[src/rtl/lcd_pkg.sv]
// Shared types, character codes and command codes for the line command dimmer.
// No dependencies; used by lcd_line and line_command_dimmer.
package lcd_pkg;

  // Characters that matter to the line parser
  localparam logic [7:0] CHAR_LF   = 8'h0A;
  localparam logic [7:0] CHAR_CR   = 8'h0D;
  localparam logic [7:0] CHAR_C    = 8'h43;
  localparam logic [7:0] CHAR_D    = 8'h44;
  localparam logic [7:0] CHAR_E    = 8'h45;
  localparam logic [7:0] CHAR_ZERO = 8'h30;

  localparam logic [6:0] LEVEL_RESET = 7'd100;

  // Code of the command applied by a byte
  localparam logic [1:0] APPLIED_NONE    = 2'd0;
  localparam logic [1:0] APPLIED_SWITCH  = 2'd1;
  localparam logic [1:0] APPLIED_LEVEL_A = 2'd2;
  localparam logic [1:0] APPLIED_LEVEL_B = 2'd3;

  // Command decoded at the end of a line
  typedef struct packed {
    logic [1:0] code;    // APPLIED_*
    logic       sw;      // switch value for a switch command
    logic [7:0] value;   // parsed hex value for a level command
  } lcd_cmd_t;

  // Bit 4 set when the character is a hex digit; bits 3:0 hold its value.
  function automatic logic [4:0] hex_digit(input logic [7:0] c);
    logic [4:0] r;
    r = 5'd0;
    if (c >= 8'h30 && c <= 8'h39) begin
      r = {1'b1, 4'(c - 8'h30)};
    end else if (c >= 8'h61 && c <= 8'h66) begin
      r = {1'b1, 4'(c - 8'h61 + 8'd10)};
    end else if (c >= 8'h41 && c <= 8'h46) begin
      r = {1'b1, 4'(c - 8'h41 + 8'd10)};
    end
    return r;
  endfunction

endpackage

[src/rtl/lcd_line.sv]
// Line assembler and command decoder: collects bytes into a line, parses hex.
// Depends on lcd_pkg.
module lcd_line import lcd_pkg::*; #(
  parameter int LINE_LENGTH = 64
) (
  input  logic       clk,
  input  logic       rst,
  input  logic       step,
  input  logic [7:0] rx_char,
  output lcd_cmd_t   cmd
);

  localparam int CW = $clog2(LINE_LENGTH);
  localparam logic [CW-1:0] FULL_COUNT = CW'(LINE_LENGTH - 1);

  logic [CW-1:0] line_count;
  logic [7:0]    lead_char;
  logic [7:0]    second_char;
  logic [7:0]    hex_value;
  logic          hex_stopped;

  logic          term;
  logic [4:0]    digit;

  assign term  = (rx_char == CHAR_LF) || (rx_char == CHAR_CR) || (line_count >= FULL_COUNT);
  assign digit = hex_digit(rx_char);

  always_comb begin
    cmd.code  = APPLIED_NONE;
    cmd.sw    = (second_char != CHAR_ZERO);
    cmd.value = hex_value;
    if (term) begin
      if (line_count == CW'(2) && lead_char == CHAR_C) begin
        cmd.code = APPLIED_SWITCH;
      end else if (line_count > CW'(1) && lead_char == CHAR_D) begin
        cmd.code = APPLIED_LEVEL_A;
      end else if (line_count > CW'(1) && lead_char == CHAR_E) begin
        cmd.code = APPLIED_LEVEL_B;
      end
    end
  end

  always_ff @(posedge clk) begin
    if (rst) begin
      line_count  <= '0;
      hex_value   <= '0;
      hex_stopped <= 1'b0;
    end else if (step) begin
      if (term) begin
        line_count  <= '0;
        hex_value   <= '0;
        hex_stopped <= 1'b0;
      end else begin
        line_count <= line_count + CW'(1);
        if (line_count == '0) begin
          hex_value   <= '0;
          hex_stopped <= 1'b0;
        end else if (!hex_stopped) begin
          if (!digit[4]) begin
            hex_stopped <= 1'b1;
          end else begin
            hex_value <= {hex_value[3:0], digit[3:0]};
          end
        end
      end
    end
  end

  // Character slots: written before they are read within a line
  always_ff @(posedge clk) begin
    if (step && !term) begin
      if (line_count == '0) begin
        lead_char <= rx_char;
      end
      if (line_count == CW'(1)) begin
        second_char <= rx_char;
      end
    end
  end

endmodule

[src/rtl/line_command_dimmer.sv]
// Top level of the line command dimmer: handshakes, switch and level state, results.
// Depends on lcd_pkg and lcd_line.
//
//   channel  | handshake             | payload
//   ---------+-----------------------+---------------------------------------------
//   rx       | rx_valid / rx_ready   | rx_byte
//   res      | res_valid / res_ready | pwm_a, pwm_b, switch_on, level_a, level_b,
//            |                       | applied
//   cfg      | cfg_valid / cfg_ready | cfg_data (level limit, 7 bits)
//
// One byte per cycle sustained while results are taken; each byte goes from the input
// register, loaded at its transaction, to the result register when that is free.
// Synchronous reset: switch on, both levels and the limit at 100, line empty.
// A stalled result holds the result register; the input register still takes a
// byte while it is empty, so rx stalls only when both registers are full.
// cfg_ready is always high; the user must change the limit only while idle (not enforced).
module line_command_dimmer import lcd_pkg::*; #(
  parameter int LINE_LENGTH = 64
) (
  input  logic       clk,
  input  logic       rst,
  input  logic       rx_valid,
  output logic       rx_ready,
  input  logic [7:0] rx_byte,
  output logic       res_valid,
  input  logic       res_ready,
  output logic [7:0] pwm_a,
  output logic [7:0] pwm_b,
  output logic       switch_on,
  output logic [6:0] level_a,
  output logic [6:0] level_b,
  output logic [1:0] applied,
  input  logic       cfg_valid,
  output logic       cfg_ready,
  input  logic [6:0] cfg_data
);

  // Input register
  logic       in_full;
  logic [7:0] in_byte;

  // Configuration and persistent state
  logic [6:0] limit;
  logic       switch_state;
  logic [6:0] level_store_a;
  logic [6:0] level_store_b;

  logic       switch_next;
  logic [6:0] level_a_next;
  logic [6:0] level_b_next;
  logic [6:0] clamped;

  logic       advance;   // result register free for a new byte
  logic       step;      // buffered byte is processed this cycle
  lcd_cmd_t   cmd;

  assign advance   = !res_valid || res_ready;
  assign step      = in_full && advance;
  assign rx_ready  = !in_full || advance;
  assign cfg_ready = 1'b1;

  always_ff @(posedge clk) begin
    if (rst) begin
      in_full <= 1'b0;
    end else if (rx_ready) begin
      in_full <= rx_valid;
    end
  end

  always_ff @(posedge clk) begin
    if (rx_valid && rx_ready) begin
      in_byte <= rx_byte;
    end
  end

  always_ff @(posedge clk) begin
    if (rst) begin
      limit <= LEVEL_RESET;
    end else if (cfg_valid && cfg_ready) begin
      limit <= cfg_data;
    end
  end

  lcd_line #(
    .LINE_LENGTH(LINE_LENGTH)
  ) u_line (
    .clk     (clk),
    .rst     (rst),
    .step    (step),
    .rx_char (in_byte),
    .cmd     (cmd)
  );

  // Clamp the parsed value to the configured limit
  assign clamped = (cmd.value > {1'b0, limit}) ? limit : cmd.value[6:0];

  always_comb begin
    switch_next  = switch_state;
    level_a_next = level_store_a;
    level_b_next = level_store_b;
    case (cmd.code)
      APPLIED_SWITCH:  switch_next  = cmd.sw;
      APPLIED_LEVEL_A: level_a_next = clamped;
      APPLIED_LEVEL_B: level_b_next = clamped;
      default: ;
    endcase
  end

  always_ff @(posedge clk) begin
    if (rst) begin
      switch_state  <= 1'b1;
      level_store_a <= LEVEL_RESET;
      level_store_b <= LEVEL_RESET;
      res_valid     <= 1'b0;
    end else begin
      if (step) begin
        switch_state  <= switch_next;
        level_store_a <= level_a_next;
        level_store_b <= level_b_next;
        res_valid     <= 1'b1;
      end else if (res_ready) begin
        res_valid <= 1'b0;
      end
    end
  end

  // Result register: state after the byte, PWM compare is level doubled or zero when off
  always_ff @(posedge clk) begin
    if (step) begin
      pwm_a     <= switch_next ? {level_a_next, 1'b0} : 8'd0;
      pwm_b     <= switch_next ? {level_b_next, 1'b0} : 8'd0;
      switch_on <= switch_next;
      level_a   <= level_a_next;
      level_b   <= level_b_next;
      applied   <= cmd.code;
    end
  end

endmodule
[config.mk]
export PLATFORM = sky130hd
export DESIGN_NAME = line_command_dimmer
export DESIGN_NICKNAME = d
export VERILOG_FILES = /design/src/rtl/lcd_pkg.sv /design/src/rtl/lcd_line.sv /design/src/rtl/line_command_dimmer.sv
export SDC_FILE = /design/constraint.sdc
export NUM_CORES = 1
export LEC_CHECK = 0
export BUFFER_PORTS_ARGS = -buffer_cell sky130_fd_sc_hd__buf_2
export CAP_MARGIN = 20
export CORE_MARGIN = 2
export CORE_UTILIZATION = 39
export DETAILED_ROUTE_END_ITERATION = 10
export PLACE_DENSITY = 0.63
export SLEW_MARGIN = 5
export SYNTH_ARGS = -nofsm -noshare
export SYNTH_HDL_FRONTEND = slang
export SYNTH_HIERARCHICAL = 1
export SYNTH_SLANG_ARGS = --single-unit
[constraint.sdc]
create_clock -name clk -period 4.4 [get_ports clk]
set_input_delay 0.44 -clock clk [delete_from_list [all_inputs] [get_ports clk]]
set_output_delay 0.44 -clock clk [all_outputs]
set_load 0.005 [all_outputs]
==> results of run 1 <==
-- cell usage after synthesis (2+ instances only) --
cell type   n
a21oi_1     5
nor2_1     36
a32oi_1    11
buf_4       4
and2_1      4
nand4b_1    3
o21ai_1     5
nand4_1    11
mux2i_1     5
ha_1       16
conb_1      2
o211ai_2    2
nand3b_1    2
o21ai_0     7
o32ai_1    10
a221oi_4    3
a32oi_2     3
edfxtp_1   55
o31ai_1     2
a311oi_1   14
clkbuf_1   10
dfxtp_1    39
and3_1      4
o211ai_1    6
a31oi_1    23
nor2b_1     5
inv_1      26
or3_1       2
buf_6       2
nor3_2      3
a21o_1      5
nand3_1    15
nor4_1      5
o21ai_2     2
nand2_1    17
-- sequential cells by signal, indices dropped and copies added, names as in the netlist --
register / cells
applied: 2
in_byte: 8
in_full: 1
level_a: 7
level_b: 7
level_store_a: 7
level_store_b: 7
limit: 7
pwm_a: 7
pwm_b: 7
res_valid: 1
switch_on: 1
switch_state: 1
u_line/hex_stopped: 1
u_line/hex_value: 8
u_line/lead_char: 8
u_line/line_count: 6
u_line/second_char: 8
-- layer usage --
layer / GRT usage [%] / vias up
met3: 3.70 / 15
met1: 23.1 / 1627
li1: - / 1633
met5: 0 / -
met4: 6.75 / 0
met2: 25.4 / 116
-- how the worst min path moves through the flow --
stage	startpoint	to	slack [ns]	cells after the start
6_report	rx_byte[3]	in_byte[3]$_DFFE_PP_	0.27	1
5_1_grt	rx_byte[3]	in_byte[3]$_DFFE_PP_	0.25	1
4_1_cts	rx_byte[3]	in_byte[3]$_DFFE_PP_	0.26	1
3_5_place_dp	level_store_b[0]$_SDFFE_PP0P_	level_store_b[0]$_SDFFE_PP0P_	0.46	2
3_3_place_gp	level_store_a[0]$_SDFFE_PP0P_	level_store_a[0]$_SDFFE_PP0P_	0.45	2
2_1_floorplan	level_store_a[0]$_SDFFE_PP0P_	level_store_a[0]$_SDFFE_PP0P_	0.44	2
-- final cells by class --
class	count	area, um^2	share of cell area, %
Sequential cell	94	2430	46.9
Multi-Input combinational cell	256	1920	37.0
Timing Repair Buffer	55	283	5.45
Clock buffer	9	225	4.34
Tap cell	143	179	3.45
Inverter	26	97.6	1.88
Clock inverter	7	53.8	1.04
-- kinds of logic after synthesis --
| family | count (synthesis) | synth area share (%) |
|---|---|---|
| muxes | 6 | 1.35 |
| AOI/OAI and AO/OA | 110 | 20.9 |
| DFF | 94 | 53.6 |
| buffers and inverters | 43 | 4.24 |
| other | 2 | 0.165 |
| and+or+nand+nor | 121 | 15.4 |
| adders and majority gates | 16 | 4.41 |
-- power breakdown --
group / internal, uW / leakage, uW / total, uW / switching, uW
combinational: 42.4 / 0.000849 / 119 / 77.0
sequential: 958 / 0.000811 / 979 / 20.4
clock: 390 / 0.000136 / 732 / 342
total: 1390 / 0.00180 / 1830 / 439
-- metrics by stage --
step	power [uW]	area, um^2
final	1830	5190
after global routing	1900	5190
after CTS	1850	5190
after detailed placement	1120	4910
after global placement	1110	4910
after floorplan	1070	4550
==> results.toml, run 1 <==
[clock_tree]
cts_setup_buffers = 0
cts_resized = 0
clk_pin_slew_ns = 0.07
cts_hold_buf = 0
clockBufferDepth = 2
cts_sinks = 94
cts_made_buffers = 9
clockRootBuffer = "clkbuf_16"
clock_latency_ns = 0.34
cts_tree = "yes"
cts_max_level = 3

[place]
dp.cells = 574
dp_hpwl_mm = 7.12
gp_congestion = 0.871
numPortBuffers = 52
preCtsSetupSlack_ns = 0.705

[floorplan]
start_util_pct = 39.9
io-pin-count = 56
core_um2 = 11400
dieArea_um2 = 12500
rows = 39
fp.dieH_um = 112
die_width_um = 112

[cells_and_area]
area_growth_pct = 14.3
fillers = 1058
layout_commonest_cell = "edfxtp_1"
nets = 478
final_cells = 590
antennaDiodeCount = 0
mostFrequentLayoutCells = "55 x edfxtp_1, 52 x buf_2, 39 x dfxtp_1, 36 x nor2_1, 26 x inv_1"
utilization_pct = 45.7
drive_above_1_share_pct = 22.1

[detailed_routing]
antenna_left = 0
met2_length_mm = 4.47
avgRoutedWirePerCell_um = 16.9
drt_wl_total_mm = 9.98
top_layer_used = "met4"
drc_errors = 0
via_per_inst = 5.75
drtIter0Drc = 263
drt_first_pass_iters = 5
vias = 3391
wl_met3_um = 545
wl_met1_mm = 4.77

[grt]
grtUsageTotal_pct = 16.7
antenna_found_initial = 0
grt_overflow = 0
grt_pass1_wl_mm = 16.9
grt_max_degree = 37
grt_pass1_vias = 3369

[critical_path]
reg2reg_to = "level_store_b[0]$_SDFFE_PP0P_"
critPathSlowestCell = "and2_1"
crit_end = "level_store_b[0]$_SDFFE_PP0P_"
arrival_ns = 3.96
cp_top_family = "simple AND/OR/NAND/NOR gates"
cp_cell_sequence = "nor4_1 > nand3_1 > a211o_1 > a211oi_1 > and2_1 > a21oi_1 > a32oi_1 > o21ai_0"
worstPathRequired_ns = 4.61
crit_fanout = 23
r2r_setup_slack_ns = 0.65
worstReg2RegStart = "in_byte[4]$_DFFE_PP_"
cp_num_buf_inv = 0
worstSetupPathType = "flop to flop"
startpoint = "in_byte[4]$_DFFE_PP_"
startpoint_type = "flop"
r2r.worst_path.cells = 8
critPathMaxStageDelay_ns = 0.72
critPathCaptureType = "flop"
worstSetupPathDepth = 8

[yosys]
async_reset_ff_share_pct = 0
yosysSeqAreaShare_pct = 53.6
postSynthCellCount = 392
synth_area_per_cell_um2 = 11.6
ys_types = 63
synth_edf_count = 55
ys_seq_elements = 94
yosys_warnings = 6
synth_area_leaders = "edfxtp_1 36%, dfxtp_1 17%, ha_1 4.4%, a31oi_1 3.2%, nor2_1 3.0%"
synth_top_area_share_pct = 36.4
synthesis.area_um2 = 4540
synth_top_area_cell = "edfxtp_1"
synth_top_flop_cell = "edfxtp_1"

[min_path]
hold_class = "primary input to flop"

[timing]
hold_ws_ns = 0.271
tightestPinTransition_ns = 0.747
fin_worst_skew_ns = 0.00807
rsz0062_at_grt = "no"
slew_headroom_pct = 50.2
fin_ws_ns = 0.652
final-setup-viol-count = 0
fin_crit_ns = 3.75
final_hold_viol_count = 0
period_share_pct = 85.2
setup-tns-final_ns = 0
max_clock_freq_mhz = 267
slew_violations = 0

[power_and_ir_drop]
vdd_ir_drop_max_mv = 0.163
leakage_uw = 0.00180
power-per-cell-area_nw_per_um2 = 353

[outcome]
status = "complete, no violations"

[job]
max_cap_viol_count = 0
(Power assumes the default switching activity.)
==> run 2: changes to the inputs <==
Settings changed: CORE_UTILIZATION 39 to 58, PLACE_DENSITY 0.63 to 0.86.
==> run 2 against run 1 <==
- total power shrank 5.9%
- combinational power about the same
- sequential power barely moved
- non-clock buffer count unchanged
- via count grew 1.2%
- critical endpoint unchanged
==> results.toml, run 2 (same netlist as run 1, synthesis figures left out) <==
[cells_and_area]
layout_commonest_cell = "edfxtp_1"
utilization_pct = 66.5
area_growth_pct = 11.9
mostFrequentLayoutCells = "55 x edfxtp_1, 52 x buf_2, 39 x dfxtp_1, 36 x nor2_1, 26 x inv_1"
drive_above_1_share_pct = 22.1
nets = 478
antennaDiodeCount = 0
fillers = 569

[grt]
grt_pass1_wl_mm = 15.0
grt_overflow = 0
grtUsageTotal_pct = 21.9
antenna_found_initial = 0
grt_pass1_vias = 3187
grt_max_degree = 38

[place]
gp_congestion = 0.935
preCtsSetupSlack_ns = 0.781
dp_hpwl_mm = 6.56
numPortBuffers = 52

[critical_path]
cp_num_buf_inv = 1
critPathSlowestCell = "and2_1"
reg2reg_to = "level_store_b[0]$_SDFFE_PP0P_"
r2r.worst_path.cells = 10
cp_cell_sequence = "inv_1 > ha_1 > mux2_2 > nand3_1 > a211o_1 > a211oi_1 > and2_1 > a21oi_1 > a32oi_1 > o21ai_0"
arrival_ns = 3.91
critPathCaptureType = "flop"
worstPathRequired_ns = 4.62
startpoint_type = "flop"
r2r_setup_slack_ns = 0.70
critPathMaxStageDelay_ns = 0.69
crit_fanout = 23
cp_top_family = "compound AO/OA/AOI/OAI gates"
worstReg2RegStart = "in_byte[1]$_DFFE_PP_"
worstSetupPathType = "flop to flop"

[clock_tree]
cts_hold_buf = 0
cts_resized = 0
cts_sinks = 94
clockRootBuffer = "clkbuf_8"
cts_max_level = 3
cts_made_buffers = 9
cts_setup_buffers = 0
clock_latency_ns = 0.35
clockBufferDepth = 2
clk_pin_slew_ns = 0.09
cts_tree = "yes"

[job]
max_cap_viol_count = 0

[timing]
fin_ws_ns = 0.703
period_share_pct = 84.0
slew_headroom_pct = 50.8
final_hold_viol_count = 0
setup-tns-final_ns = 0
rsz0062_at_grt = "no"
fin_worst_skew_ns = 0.0119
slew_violations = 0
hold_ws_ns = 0.268
tightestPinTransition_ns = 0.733
final-setup-viol-count = 0
fin_crit_ns = 3.70
max_clock_freq_mhz = 270

[power_and_ir_drop]
vdd_ir_drop_max_mv = 0.246
power-per-cell-area_nw_per_um2 = 339
leakage_uw = 0.00177
p_total_uw = 1720

[detailed_routing]
via_per_inst = 6.25
antenna_left = 0
vias = 3431
avgRoutedWirePerCell_um = 16.5
drtIter0Drc = 202
drc_errors = 0
drt_first_pass_iters = 5
drt_wl_total_mm = 9.06

[floorplan]
die_width_um = 92.5
io-pin-count = 56
fp.dieH_um = 92.5
core_um2 = 7650
start_util_pct = 59.4
dieArea_um2 = 8550
rows = 32

[min_path]
holdPathStages = 1
hold_path_startpoint = "rx_byte[1]"
whs_endpoint = "in_byte[1]$_DFFE_PP_"
hold_class = "primary input to flop"

[outcome]
status = "complete, no violations"
-- run 2: cell types whose count changed in the layout (fill, tap and decap cells not counted), sizes merged --
| cell | previous run | this run |
|---|---|---|
| bufinv | 0 | 2 |
| inv | 30 | 27 |
| clkinv | 2 | 1 |
| clkbuf | 9 | 11 |
-- run 2: worst max path at each step --
stage / cells after the start / slack (ns) / startpoint / to
finish: 10 / 0.70 / in_byte[1]$_DFFE_PP_ / level_store_b[0]$_SDFFE_PP0P_
global route: 10 / 0.38 / in_byte[1]$_DFFE_PP_ / level_store_b[0]$_SDFFE_PP0P_
CTS: 10 / 0.76 / in_byte[1]$_DFFE_PP_ / level_store_b[1]$_SDFFE_PP0P_
detailed placement: 10 / 0.78 / in_byte[1]$_DFFE_PP_ / level_store_b[0]$_SDFFE_PP0P_
global placement: 8 / 1.06 / in_byte[4]$_DFFE_PP_ / level_store_b[0]$_SDFFE_PP0P_
floorplan: 10 / 1.30 / in_byte[1]$_DFFE_PP_ / pwm_a[7]$_SDFFCE_PN0P_
-- run 2: cell type report --
cell class,instances,area (um^2),share of cell area [%]
Inverter,26,97.6,1.92
Clock buffer,11,141,2.78
Multi-Input combinational cell,256,1920,37.8
Sequential cell,94,2430,47.8
Clock inverter,5,81.3,1.60
Timing Repair Buffer,55,283,5.56
Tap cell,102,128,2.51
-- run 2: layer usage --
metal | vias up | routed length, um | global-route usage [%]
met1 | 1634 | 3720 | 26.8
met4 | 0 | 210 | 11.2
met2 | 144 | 4610 | 37.4
met3 | 25 | 514 | 3.58
met5 | - | 0 | 0
li1 | 1628 | - | -
-- run 2: power by group --
group	internal [uW]	switching (uW)	total, uW
clock	337	290	627
combinational	42.3	75.9	118
sequential	957	19.4	977
total	1340	385	1720
-- run 2: stage by stage --
step                cells  instance area, um^2
floorplan             393                 4550
global placement      533                 4860
detailed placement    533                 4860
CTS                   549                 5080
global route          549                 5080
finish                549                 5080
==> run 3: changes to the inputs <==
Settings changed: CORE_UTILIZATION 58 to 52, PLACE_DENSITY 0.86 to 0.81.
Clock period 4.4 ns to 3 ns, I/O delays scaled along.
==> run 3 against run 2 <==
- worst setup slack lost 0.53 ns
- clock skew shrank 0.0067 ns
- sequential share of layout area shrank 0.68 points
- cell count grew 2.7%
- maximum frequency grew 31%
- total power grew 44%
- combinational power grew 51%
- critical endpoint is now level_store_b[3]$_SDFFE_PP0P_
==> results.toml, run 3 (same netlist as run 1, synthesis figures left out) <==
[outcome]
status = "complete, no violations"

[clock_tree]
clockBufferDepth = 2
cts_made_buffers = 9
clockRootBuffer = "clkbuf_8"
cts_sinks = 94
cts_max_level = 3
clock_latency_ns = 0.36
clk_pin_slew_ns = 0.09
cts_tree = "yes"

[detailed_routing]
antenna_left = 0
vias = 3440
drt_wl_total_mm = 9.67
drc_errors = 0
avgRoutedWirePerCell_um = 17.1
via_per_inst = 6.10
drt_first_pass_iters = 5
drtIter0Drc = 305

[floorplan]
dieArea_um2 = 9500
rows = 34
start_util_pct = 52.9
fp.dieH_um = 97.5
io-pin-count = 56
die_width_um = 97.5
core_um2 = 8590

[place]
dp_hpwl_mm = 6.86
gp_congestion = 0.847
numPortBuffers = 52
preCtsSetupSlack_ns = 0.238
dpl_cell_area_um2 = 4910

[timing]
setup-tns-final_ns = 0
slew_violations = 0
tightestPinTransition_ns = 0.676
final_hold_viol_count = 0
final-setup-viol-count = 0
fin_ws_ns = 0.173
hold_ws_ns = 0.113
fin_crit_ns = 2.83
max_clock_freq_mhz = 354
slew_headroom_pct = 54.5
fin_worst_skew_ns = 0.00524
period_share_pct = 94.2

[grt]
grt_pass1_wl_mm = 15.5
grtUsageTotal_pct = 20.3
grt_overflow = 0
grt_pass1_vias = 3336
grt_max_degree = 36
antenna_found_initial = 0

[cells_and_area]
area_growth_pct = 13.6
nets = 487
fillers = 686
ff_latch_area_um2 = 2430
drive_above_1_share_pct = 24.6
antennaDiodeCount = 0
layout_commonest_cell = "edfxtp_1"
mostFrequentLayoutCells = "55 x edfxtp_1, 52 x buf_2, 39 x dfxtp_1, 34 x nor2_1, 26 x inv_1"
multi_input_area_um2 = 1940
finalInstanceArea_um2 = 5160

[critical_path]
worstPathRequired_ns = 3.29
startpoint_type = "flop"
worstSetupPathType = "flop to flop"
arrival_ns = 3.12
critPathCaptureType = "flop"
crit_fanout = 6

[power_and_ir_drop]
p_total_uw = 2480
leakage_uw = 0.00180
vdd_ir_drop_max_mv = 0.338
power-per-cell-area_nw_per_um2 = 480

[job]
max_cap_viol_count = 0

[min_path]
hold_class = "primary input to flop"
## run 3: metrics by stage
step,util [%],cells
finish,60.0,564
floorplan,-,393
CTS,59.5,560
global route,60.0,564
global placement,57.1,544
detailed placement,57.1,544
## run 3: cell type report
cell class | instances | area share [%]
inverter | 26 | 1.89
tap | 108 | 2.62
timing repair buffer | 64 | 6.79
multi-input combinational | 256 | 37.6
clock buffer | 10 | 2.67
sequential | 94 | 47.2
clock inverter | 6 | 1.31
## run 3: what timing repair did
| item | 4_1_cts | 5_1_grt |
|---|---|---|
| resized for setup | 0 | 3 |
| hold buffers | 0 | 0 |
| endpoints found under the setup margin | 0 | 8 |
| setup buffers | 0 | 4 |
## run 3: worst paths after layout
path | from | to | slack (ns) | cells after the start
worst max register to register | in_byte[1]$_DFFE_PP_ | level_store_b[3]$_SDFFE_PP0P_ | 0.17 | 11
worst max-delay path | in_byte[1]$_DFFE_PP_ | level_store_b[3]$_SDFFE_PP0P_ | 0.17 | 11
worst min-delay path | rx_byte[5] | in_byte[5]$_DFFE_PP_ | 0.11 | 1
worst min register to register | switch_state$_SDFFE_PP1P_ | switch_state$_SDFFE_PP1P_ | 0.49 | 2
## run 3: critical path, stage by stage (launching register included)
cell	delay, ns
edfxtp_1	0.50
inv_1	0.16
ha_1	0.21
mux2_2	0.18
nand3_1	0.12
a211o_1	0.32
nor2_1	0.23
nor2b_1	0.25
nand4_1	0.29
nor2_2	0.27
a32oi_1	0.14
o21ai_1	0.11
## run 3: metal layers
layer  track usage (%)  share of wire, %  up-vias
met5                 0                 0        -
met4              7.91               1.8        0
met3              4.17               5.3       15
met2              36.4                52      131
met1              23.7                41     1642
li1                  -                 -     1652
## run 3: power by group
group          leakage [uW]  internal [uW]  switching, uW
clock network      0.000101            413            453
registers          0.000811           1400           28.0
logic              0.000890           64.6            114
